$ cat config.mk
export PLATFORM = sky130hd
export DESIGN_NAME = file_entry_table_with_block_allocator_top
export DESIGN_NICKNAME = d
export VERILOG_FILES = /design/src/hdl/fetba_pkg.sv /design/src/hdl/fetba_cell.sv /design/src/hdl/file_entry_table_with_block_allocator_top.sv
export SDC_FILE = /design/constraint.sdc
export NUM_CORES = 1
export LEC_CHECK = 0
export BUFFER_PORTS_ARGS = -buffer_cell sky130_fd_sc_hd__buf_4
export CAP_MARGIN = 20
export CORE_ASPECT_RATIO = 1.1
export CORE_UTILIZATION = 62
export CTS_BUF_LIST = sky130_fd_sc_hd__clkbuf_8
export CTS_CLUSTER_SIZE = 10
export DETAILED_ROUTE_END_ITERATION = 8
export PLACE_DENSITY_LB_ADDON = 0.12
export SETUP_SLACK_MARGIN = 0.15
export SLEW_MARGIN = 20
export SYNTH_ARGS = -nofsm -noshare
export SYNTH_HDL_FRONTEND = slang
export SYNTH_SLANG_ARGS = --single-unit
$ cat constraint.sdc
create_clock -name i_clk -period 11.7 [get_ports i_clk]
set_clock_uncertainty 0.15 [all_clocks]
set_input_delay 2.34 -clock i_clk [delete_from_list [all_inputs] [get_ports i_clk]]
set_output_delay 2.34 -clock i_clk [all_outputs]
set_load 0.005 [all_outputs]
$ cat src/hdl/fetba_pkg.sv
// Package: request/response types, status codes and control structs
`timescale 1ns / 1ps
package fetba_pkg;

    localparam int FILE_ID_W = 16;

    localparam logic [1:0] KIND_LOOKUP = 2'd0;
    localparam logic [1:0] KIND_CREATE = 2'd1;
    localparam logic [1:0] KIND_DELETE = 2'd2;

    localparam logic [2:0] ST_OK        = 3'd0;
    localparam logic [2:0] ST_EXISTS    = 3'd1;
    localparam logic [2:0] ST_NOT_FOUND = 3'd2;
    localparam logic [2:0] ST_FULL      = 3'd3;
    localparam logic [2:0] ST_NO_BLOCK  = 3'd4;

    typedef struct packed {
        logic [1:0]           kind;
        logic [FILE_ID_W-1:0] file_id;
    } t_req;

    typedef struct packed {
        logic [2:0] status;
        logic [3:0] entry_index;
        logic [3:0] block_number;
        logic       block_valid;
    } t_rsp;

    // running result of the scan, handed from cell to cell
    typedef struct packed {
        logic found;
        logic has_blk;
        logic free_e;
        logic free_b;
    } t_scan_flags;

    // write-back command broadcast to all cells
    typedef struct packed {
        logic entry_set;
        logic entry_clr;
        logic has_block;
        logic block_set;
        logic block_clr;
    } t_wr_ctl;

    typedef enum logic [1:0] {
        S_IDLE,
        S_SCAN,
        S_WB
    } t_state;

endpackage

$ cat src/hdl/fetba_cell.sv
// One table cell: a file entry, one block-used bit and one scan stage
`timescale 1ns / 1ps
module fetba_cell #(
    parameter int ENTRIES  = 16,
    parameter int KEY_W    = 16,
    parameter int CELL_IDX = 0
) (
    input  logic                     i_clk,
    input  logic                     i_rst_n,
    input  logic [KEY_W-1:0]         i_key,
    input  logic                     i_tok,
    input  fetba_pkg::t_scan_flags   i_flags,
    input  logic [$clog2(ENTRIES)-1:0] i_match_idx,
    input  logic [$clog2(ENTRIES)-1:0] i_match_blk,
    input  logic [$clog2(ENTRIES)-1:0] i_free_e_idx,
    input  logic [$clog2(ENTRIES)-1:0] i_free_b_idx,
    output logic                     o_tok,
    output fetba_pkg::t_scan_flags   o_flags,
    output logic [$clog2(ENTRIES)-1:0] o_match_idx,
    output logic [$clog2(ENTRIES)-1:0] o_match_blk,
    output logic [$clog2(ENTRIES)-1:0] o_free_e_idx,
    output logic [$clog2(ENTRIES)-1:0] o_free_b_idx,
    input  fetba_pkg::t_wr_ctl       i_wr,
    input  logic [$clog2(ENTRIES)-1:0] i_wr_entry_idx,
    input  logic [$clog2(ENTRIES)-1:0] i_wr_blk_idx
);

    localparam int IDX_W = $clog2(ENTRIES);
    localparam logic [IDX_W-1:0] ME = IDX_W'(CELL_IDX);

    logic             r_valid;
    logic             r_has_blk;
    logic             r_used;
    logic [KEY_W-1:0] r_key;
    logic [IDX_W-1:0] r_blk;

    logic                   r_tok;
    fetba_pkg::t_scan_flags r_flags;
    logic [IDX_W-1:0]       r_match_idx;
    logic [IDX_W-1:0]       r_match_blk;
    logic [IDX_W-1:0]       r_free_e_idx;
    logic [IDX_W-1:0]       r_free_b_idx;

    fetba_pkg::t_scan_flags n_flags;
    logic [IDX_W-1:0]       n_match_idx;
    logic [IDX_W-1:0]       n_match_blk;
    logic [IDX_W-1:0]       n_free_e_idx;
    logic [IDX_W-1:0]       n_free_b_idx;

    logic sel_e;
    logic sel_b;

    assign sel_e = (i_wr_entry_idx == ME);
    assign sel_b = (i_wr_blk_idx == ME);

    // fold this cell into the running scan result
    always_comb begin
        n_flags      = i_flags;
        n_match_idx  = i_match_idx;
        n_match_blk  = i_match_blk;
        n_free_e_idx = i_free_e_idx;
        n_free_b_idx = i_free_b_idx;
        if (r_valid && (r_key == i_key) && !i_flags.found) begin
            n_flags.found   = 1'b1;
            n_flags.has_blk = r_has_blk;
            n_match_idx     = ME;
            n_match_blk     = r_blk;
        end
        // last free entry seen wins: highest index
        if (!r_valid) begin
            n_flags.free_e = 1'b1;
            n_free_e_idx   = ME;
        end
        // first free block seen wins: lowest index
        if (!r_used && !i_flags.free_b) begin
            n_flags.free_b = 1'b1;
            n_free_b_idx   = ME;
        end
    end

    always_ff @(posedge i_clk) begin
        if (!i_rst_n) begin
            r_valid   <= 1'b0;
            r_has_blk <= 1'b0;
            r_used    <= (CELL_IDX < 2);
            r_tok     <= 1'b0;
            r_flags   <= '0;
        end else begin
            r_tok <= i_tok;
            if (i_tok) begin
                r_flags <= n_flags;
            end
            if (i_wr.entry_set && sel_e) begin
                r_valid   <= 1'b1;
                r_has_blk <= i_wr.has_block;
            end
            if (i_wr.entry_clr && sel_e) begin
                r_valid   <= 1'b0;
                r_has_blk <= 1'b0;
            end
            if (i_wr.block_set && sel_b) begin
                r_used <= 1'b1;
            end
            if (i_wr.block_clr && sel_b) begin
                r_used <= 1'b0;
            end
        end
    end

    always_ff @(posedge i_clk) begin
        if (i_tok) begin
            r_match_idx  <= n_match_idx;
            r_match_blk  <= n_match_blk;
            r_free_e_idx <= n_free_e_idx;
            r_free_b_idx <= n_free_b_idx;
        end
        if (i_wr.entry_set && sel_e) begin
            r_key <= i_key;
            if (i_wr.has_block) begin
                r_blk <= i_wr_blk_idx;
            end
        end
    end

    assign o_tok        = r_tok;
    assign o_flags      = r_flags;
    assign o_match_idx  = r_match_idx;
    assign o_match_blk  = r_match_blk;
    assign o_free_e_idx = r_free_e_idx;
    assign o_free_b_idx = r_free_b_idx;

endmodule

$ cat src/hdl/file_entry_table_with_block_allocator_top.sv
// File entry table with free-block bitmap: request control and cell chain
//
// Usage:
//   Request channel (i_req_valid / o_req_ready, payload i_req): lookup,
//   create or delete of a file id. Response channel (o_rsp_valid /
//   i_rsp_ready, payload o_rsp): status, entry index, block number and
//   block-valid flag, one response per request, in order.
//   Each cell holds one entry and one block-used bit. A request is scanned
//   through the chain one cell per cycle, and its result is taken from the
//   last cell into the output register. A new request is taken only after
//   the response to the previous one has been loaded.
//   The table update is written back in the cycle the response is loaded.
//   If the receiver stalls, the finished response waits in the output
//   register; the next request is still taken and scanned, and only its
//   write-back waits until the output register is free.
//   Reset (synchronous, active low) clears every entry and marks blocks
//   0 and 1 as used; the block is ready for requests right after reset.
`timescale 1ns / 1ps
module file_entry_table_with_block_allocator_top #(
    parameter int ENTRIES  = 16,
    parameter int ID_WIDTH = 16
) (
    input  logic            i_clk,
    input  logic            i_rst_n,
    input  logic            i_req_valid,
    output logic            o_req_ready,
    input  fetba_pkg::t_req i_req,
    output logic            o_rsp_valid,
    input  logic            i_rsp_ready,
    output fetba_pkg::t_rsp o_rsp
);

    localparam int IDX_W = $clog2(ENTRIES);
    localparam int KEY_W = (ID_WIDTH < fetba_pkg::FILE_ID_W) ? ID_WIDTH
                                                             : fetba_pkg::FILE_ID_W;

    fetba_pkg::t_state r_state;
    fetba_pkg::t_state n_state;

    logic             r_go;
    logic [1:0]       r_kind;
    logic [KEY_W-1:0] r_key;

    logic            r_rsp_valid;
    logic            n_rsp_valid;
    fetba_pkg::t_rsp r_rsp;
    fetba_pkg::t_rsp n_rsp;

    logic                   tok         [ENTRIES+1];
    fetba_pkg::t_scan_flags flags       [ENTRIES+1];
    logic [IDX_W-1:0]       match_idx   [ENTRIES+1];
    logic [IDX_W-1:0]       match_blk   [ENTRIES+1];
    logic [IDX_W-1:0]       free_e_idx  [ENTRIES+1];
    logic [IDX_W-1:0]       free_b_idx  [ENTRIES+1];

    fetba_pkg::t_wr_ctl wr;
    logic [IDX_W-1:0]   wr_entry_idx;
    logic [IDX_W-1:0]   wr_blk_idx;

    logic accept;
    logic done;
    logic fire;

    fetba_pkg::t_scan_flags f;

    assign o_req_ready = (r_state == fetba_pkg::S_IDLE);
    assign accept      = i_req_valid && o_req_ready;

    assign tok[0]        = r_go;
    assign flags[0]      = '0;
    assign match_idx[0]  = '0;
    assign match_blk[0]  = '0;
    assign free_e_idx[0] = '0;
    assign free_b_idx[0] = '0;

    for (genvar g = 0; g < ENTRIES; g++) begin : g_cell
        fetba_cell #(
            .ENTRIES  (ENTRIES),
            .KEY_W    (KEY_W),
            .CELL_IDX (g)
        ) u_cell (
            .i_clk          (i_clk),
            .i_rst_n        (i_rst_n),
            .i_key          (r_key),
            .i_tok          (tok[g]),
            .i_flags        (flags[g]),
            .i_match_idx    (match_idx[g]),
            .i_match_blk    (match_blk[g]),
            .i_free_e_idx   (free_e_idx[g]),
            .i_free_b_idx   (free_b_idx[g]),
            .o_tok          (tok[g+1]),
            .o_flags        (flags[g+1]),
            .o_match_idx    (match_idx[g+1]),
            .o_match_blk    (match_blk[g+1]),
            .o_free_e_idx   (free_e_idx[g+1]),
            .o_free_b_idx   (free_b_idx[g+1]),
            .i_wr           (wr),
            .i_wr_entry_idx (wr_entry_idx),
            .i_wr_blk_idx   (wr_blk_idx)
        );
    end

    assign f = flags[ENTRIES];

    // last cell holds its result, so write-back may wait in S_WB
    assign done = ((r_state == fetba_pkg::S_SCAN) && tok[ENTRIES])
               || (r_state == fetba_pkg::S_WB);
    assign fire = done && (!r_rsp_valid || i_rsp_ready);

    always_comb begin
        n_state      = r_state;
        n_rsp_valid  = r_rsp_valid && !i_rsp_ready;
        n_rsp        = r_rsp;
        wr           = '0;
        wr_entry_idx = '0;
        wr_blk_idx   = '0;

        unique case (r_state)
            fetba_pkg::S_IDLE: begin
                if (accept) begin
                    n_state = fetba_pkg::S_SCAN;
                end
            end
            fetba_pkg::S_SCAN, fetba_pkg::S_WB: begin
                if (done) begin
                    n_state = fire ? fetba_pkg::S_IDLE : fetba_pkg::S_WB;
                end
            end
            default: begin
                n_state = fetba_pkg::S_IDLE;
            end
        endcase

        if (fire) begin
            n_rsp_valid = 1'b1;
            n_rsp       = '0;
            n_rsp.status = fetba_pkg::ST_NOT_FOUND;
            unique case (r_kind)
                fetba_pkg::KIND_LOOKUP: begin
                    if (f.found) begin
                        n_rsp.status       = fetba_pkg::ST_OK;
                        n_rsp.entry_index  = 4'(match_idx[ENTRIES]);
                        n_rsp.block_number = f.has_blk ? 4'(match_blk[ENTRIES]) : 4'd0;
                        n_rsp.block_valid  = f.has_blk;
                    end
                end
                fetba_pkg::KIND_CREATE: begin
                    if (f.found) begin
                        n_rsp.status       = fetba_pkg::ST_EXISTS;
                        n_rsp.entry_index  = 4'(match_idx[ENTRIES]);
                        n_rsp.block_number = f.has_blk ? 4'(match_blk[ENTRIES]) : 4'd0;
                        n_rsp.block_valid  = f.has_blk;
                    end else if (!f.free_e) begin
                        n_rsp.status = fetba_pkg::ST_FULL;
                    end else begin
                        wr.entry_set      = 1'b1;
                        wr_entry_idx      = free_e_idx[ENTRIES];
                        n_rsp.entry_index = 4'(free_e_idx[ENTRIES]);
                        if (f.free_b) begin
                            wr.has_block       = 1'b1;
                            wr.block_set       = 1'b1;
                            wr_blk_idx         = free_b_idx[ENTRIES];
                            n_rsp.status       = fetba_pkg::ST_OK;
                            n_rsp.block_number = 4'(free_b_idx[ENTRIES]);
                            n_rsp.block_valid  = 1'b1;
                        end else begin
                            n_rsp.status = fetba_pkg::ST_NO_BLOCK;
                        end
                    end
                end
                fetba_pkg::KIND_DELETE: begin
                    if (f.found) begin
                        wr.entry_clr       = 1'b1;
                        wr_entry_idx       = match_idx[ENTRIES];
                        n_rsp.status       = fetba_pkg::ST_OK;
                        n_rsp.entry_index  = 4'(match_idx[ENTRIES]);
                        n_rsp.block_number = f.has_blk ? 4'(match_blk[ENTRIES]) : 4'd0;
                        n_rsp.block_valid  = f.has_blk;
                        if (f.has_blk) begin
                            wr.block_clr = 1'b1;
                            wr_blk_idx   = match_blk[ENTRIES];
                        end
                    end
                end
                default: begin
                    // unused kind: matches nothing
                    n_rsp.status = fetba_pkg::ST_NOT_FOUND;
                end
            endcase
        end
    end

    always_ff @(posedge i_clk) begin
        if (!i_rst_n) begin
            r_state     <= fetba_pkg::S_IDLE;
            r_go        <= 1'b0;
            r_rsp_valid <= 1'b0;
        end else begin
            r_state     <= n_state;
            r_go        <= accept;
            r_rsp_valid <= n_rsp_valid;
        end
    end

    always_ff @(posedge i_clk) begin
        if (accept) begin
            r_kind <= i_req.kind;
            r_key  <= i_req.file_id[KEY_W-1:0];
        end
        r_rsp <= n_rsp;
    end

    assign o_rsp_valid = r_rsp_valid;
    assign o_rsp       = r_rsp;

endmodule

==> run summary <==
After the first detailed-routing iteration, the DRC count stood at 1311. The core box area is 0.0444 mm2. After synthesis, the share of flip-flops with an asynchronous set or reset is 0. The largest stage delay on the critical path is 0.84 ns. For this design, the slowest cell found on the critical path is nor3_1.

The ratio of cells with drive above 1 in the final layout came out at 0.178. The worst hold path belongs to the class reg2reg. The total overflow left after global routing is 0.

The first global-routing pass estimated 90.6 mm of wire. Leaving out fill and tap cells, the most frequent cells in the layout are 561 x edfxtp_1, 177 x xor2_1, 130 x dfxtp_1, 120 x clkbuf_8, 106 x nor2_1. The sequential element share of the synthesized area came out at 0.700. The die is 224 um tall. The overall routing resource usage is 0.265. The slew at the pin closest to its max-slew limit is 1.13 ns.

After routing, the total negative slack on setup checks comes to 0 ns. After the last flow step, the layout net total stands at 2044. During placement, the flow inserted port buffers numbering 35. The most common cell after layout, fill and taps aside is edfxtp_1. The share of the cycle needed by the critical path after routing came out at 0.416. The number of pins exceeding their max-slew limit in the final report is 0.

Along the worst path, the maximum fanout reaches 21. The number of global-route vias before repair came out at 16033. The post-cts gate resize count is 0. The detail route stage leaves a number of antenna-violating nets equal to 0.

For this design the total switching power over the nets is 1280 uW. The top cell type's share of synthesized area is 0.605. The number of buffers added for setup after CTS is 0.

The count of final setup violators is 0. The post-detailed-route via-to-cell ratio came out at 5.90. The count of warnings emitted by yosys came out at 0. The most used flip-flop cell after synthesis is edfxtp_1. The floorplan die area came out at roughly 0.046 mm2. The overall power consumption is 5150 uW. The die width is between 200 and 250 um. Summed over all instances, the cell type with the most area after synthesis is edfxtp_1. The netlist area before placement came out at 0.0278 mm2. The synthesized design contains 693 register bits.

In this run the tightest slew margin relative to its limit is 0.247. Of the total power, the share spent switching nets is 0.249. The fill cell total of the finished layout is between 3000 and 4000. The number of remaining DRC errors came out at 0. The later-pin clock latency in the skew report came out at roughly 0.68 ns.

After detailed routing, the average wire length per cell comes to 21.8 um. The share of total power dissipated in the clock network is 0.364. The total detailed-routing wirelength is 58.6 mm. The number of antenna violations at the first check in global routing came out at 0. Clock-pin slew was measured on the worst setup and hold paths at 0.06 ns. The area growth from synthesis to layout is 10.1%. The CTS tree is done. The number of cells produced by synthesis came out at 1910.

Of the total power, combinational logic draws 0.096. The clock sink total came out at 693. The net count of the mapped netlist came out at 1940. Setup repair after global routing left no endpoint under its margin. The total count of hold-check failures in the final report came to 0. The arrival time at the worst endpoint came out at ~5.0 ns. For this configuration, the core starts out at a cell density of 0.627. The unique cell type count in the Yosys netlist came out at 71. The number of antenna cells inserted came out at 0. The internal cell power came out at between 3000 and 4000 uW.

The most common cell type on the critical path is nand3_1. Entering global routing, the biggest net connects 58 pins. The floorplan has 81 rows. The final weighted congestion of routability-driven global placement came out at 0.886. The flow ran to the end, and the final reports show no timing, DRC or antenna violations.

The number of vias after detailed routing is 15838. The deepest level of the CTS H-tree is 3. Traced cell by cell, the critical path runs through buf_4 -> nand2b_1 -> nand3_1 -> nor3_1 -> nand3_1 -> inv_1. The core utilization of the finished layout is 0.691. Subtracting the final worst setup slack from the clock period gives 4.87 ns. The power density normalized to cell area is about 170 mW/mm2. After routing the design area is 0.0307 mm2. In this run the cell area measured after placement is 0.0286 mm2. By area the synthesized netlist is led by edfxtp_1 60%, dfxtp_1 9.5%, xor2_1 5.6%. The critical path is of the in2reg type.

The worst-case vdd ir drop is 0.149 mV. The worst setup path is captured at a flop. The iteration count of the initial detailed-routing pass came out at 7. Of the total power, registers draw 0.540. The half-perimeter wire length of the detailed placement result is 37.0 mm. The number of violations of the max-capacitance limit is 0. The clock passes through at most 3 buffers.

Buffers inserted during clock tree synthesis total 108. The number of enable-type register cells in the synthesized netlist came out at 561. The kind of start point of the critical path is an input pin. The number of hold buffers added after CTS came out at 0.

Clock tree synthesis selected as its root buffer the cell clkbuf_8. The leakage power summed over all cells is 0.0104 uW. The per-instance average area after synthesis came out at 14.6 um2.

At the worst endpoint, the required time is 11.84 ns. Pin placement for this block handled 36 I/O pins. The highest clock rate came out at slightly above 200 MHz.
## registers in the layout, summed over array words and instances, names as in the netlist, 16 cells and up
signal / flops
g_cell.u_cell.r_key: 256
g_cell.u_cell.o_flags: 64
g_cell.u_cell.o_match_blk: 64
g_cell.u_cell.r_blk: 64
g_cell.u_cell.o_free_b_idx: 49
g_cell.u_cell.o_free_e_idx: 49
g_cell.u_cell.o_match_idx: 49
g_cell.u_cell.o_tok: 16
g_cell.u_cell.r_has_blk: 16
g_cell.u_cell.r_used: 16
g_cell.u_cell.r_valid: 16
r_key: 16
## power by group through the flow
| stage | combinational [uW] | clock (uW) | sequential [uW] |
|---|---|---|---|
| final | 497 | 1880 | 2780 |
| after floorplan | 340 | 0 | 2850 |
| after global routing | 545 | 2010 | 2790 |
| after detailed placement | 501 | 0 | 2840 |
| after CTS | 503 | 1910 | 2780 |
| after global placement | 484 | 0 | 2830 |
## per-layer routing
metal	global-route usage	wire (um)	vias up
met5	0	0	-
met4	0.107	1870	0
met3	0.0436	3750	132
met2	0.438	28400	572
met1	0.351	24500	7877
li1	-	-	7257
## critical path: cells and delay by family
kind          cells  cell delay [ns]
buf+inv           2             0.63
simple gates      4             2.02
## synth_stat cells, drive strengths merged (5+ instances only)
library cell and n:
and2 36, nor3 36, o21ai 62, nor2 111
o22ai 22, or2 54, a21oi 39, a22oi 10
mux2 60, nor2b 51, o31ai 5, xnor2 67
nand4 25, o211a 9, a31oi 15, o221a 18
edfxtp 561, nand3 53, nand2b 36, mux2i 6
a211oi 14, clkbuf 34, dfxtp 132, buf 42
nor4 47, nand2 45, o311a 10, inv 56
and3 12, xor2 177, ha 8
## worst paths after layout
| check | from | end | slack (ns) | cells past startpoint |
|---|---|---|---|---|
| setup / recovery | i_rsp_ready | g_cell[8].u_cell.r_key[14] | 6.83 | 6 |
| hold / removal | g_cell[3].u_cell.r_has_blk | g_cell[3].u_cell.r_has_blk | 0.31 | 2 |
| setup reg to reg | r_kind[0] | g_cell[8].u_cell.r_key[14] | 7.89 | 6 |
| hold reg to reg | g_cell[3].u_cell.r_has_blk | g_cell[3].u_cell.r_has_blk | 0.31 | 2 |
## kinds of logic (layout without fill, tap and decap cells)
kind of cell	after synthesis	after routing	synth area share
mux	66	66	0.0270
xor+xnor	244	244	0.0767
flops	693	693	0.700
simple gates	533	533	0.109
fa+ha+maj	8	8	0.00359
compound gates	234	234	0.0590
buf+inv	132	325	0.0250
## per-stage QoR
stage / cells / hold WS [ns] / setup WS (ns)
detailed placement: 2485 / 0.296 / 5.46
finish: 2684 / 0.312 / 6.83
CTS: 2684 / 0.310 / 6.18
floorplan: 1910 / 0.280 / 6.05
global placement: 2484 / 0.301 / 5.70
global route: 2684 / 0.336 / 6.66
## area by class of cell
| type | instances | area (um2) | area share |
|---|---|---|---|
| inverter | 56 | 210 | 0.00685 |
| tap | 581 | 727 | 0.0237 |
| clock buffer | 120 | 1650 | 0.0539 |
| multi-input combinational | 1085 | 7710 | 0.251 |
| clock inverter | 79 | 350 | 0.0114 |
| sequential | 693 | 19500 | 0.636 |
| timing repair buffer | 70 | 526 | 0.0171 |
Power figures use the tool's default switching activity.
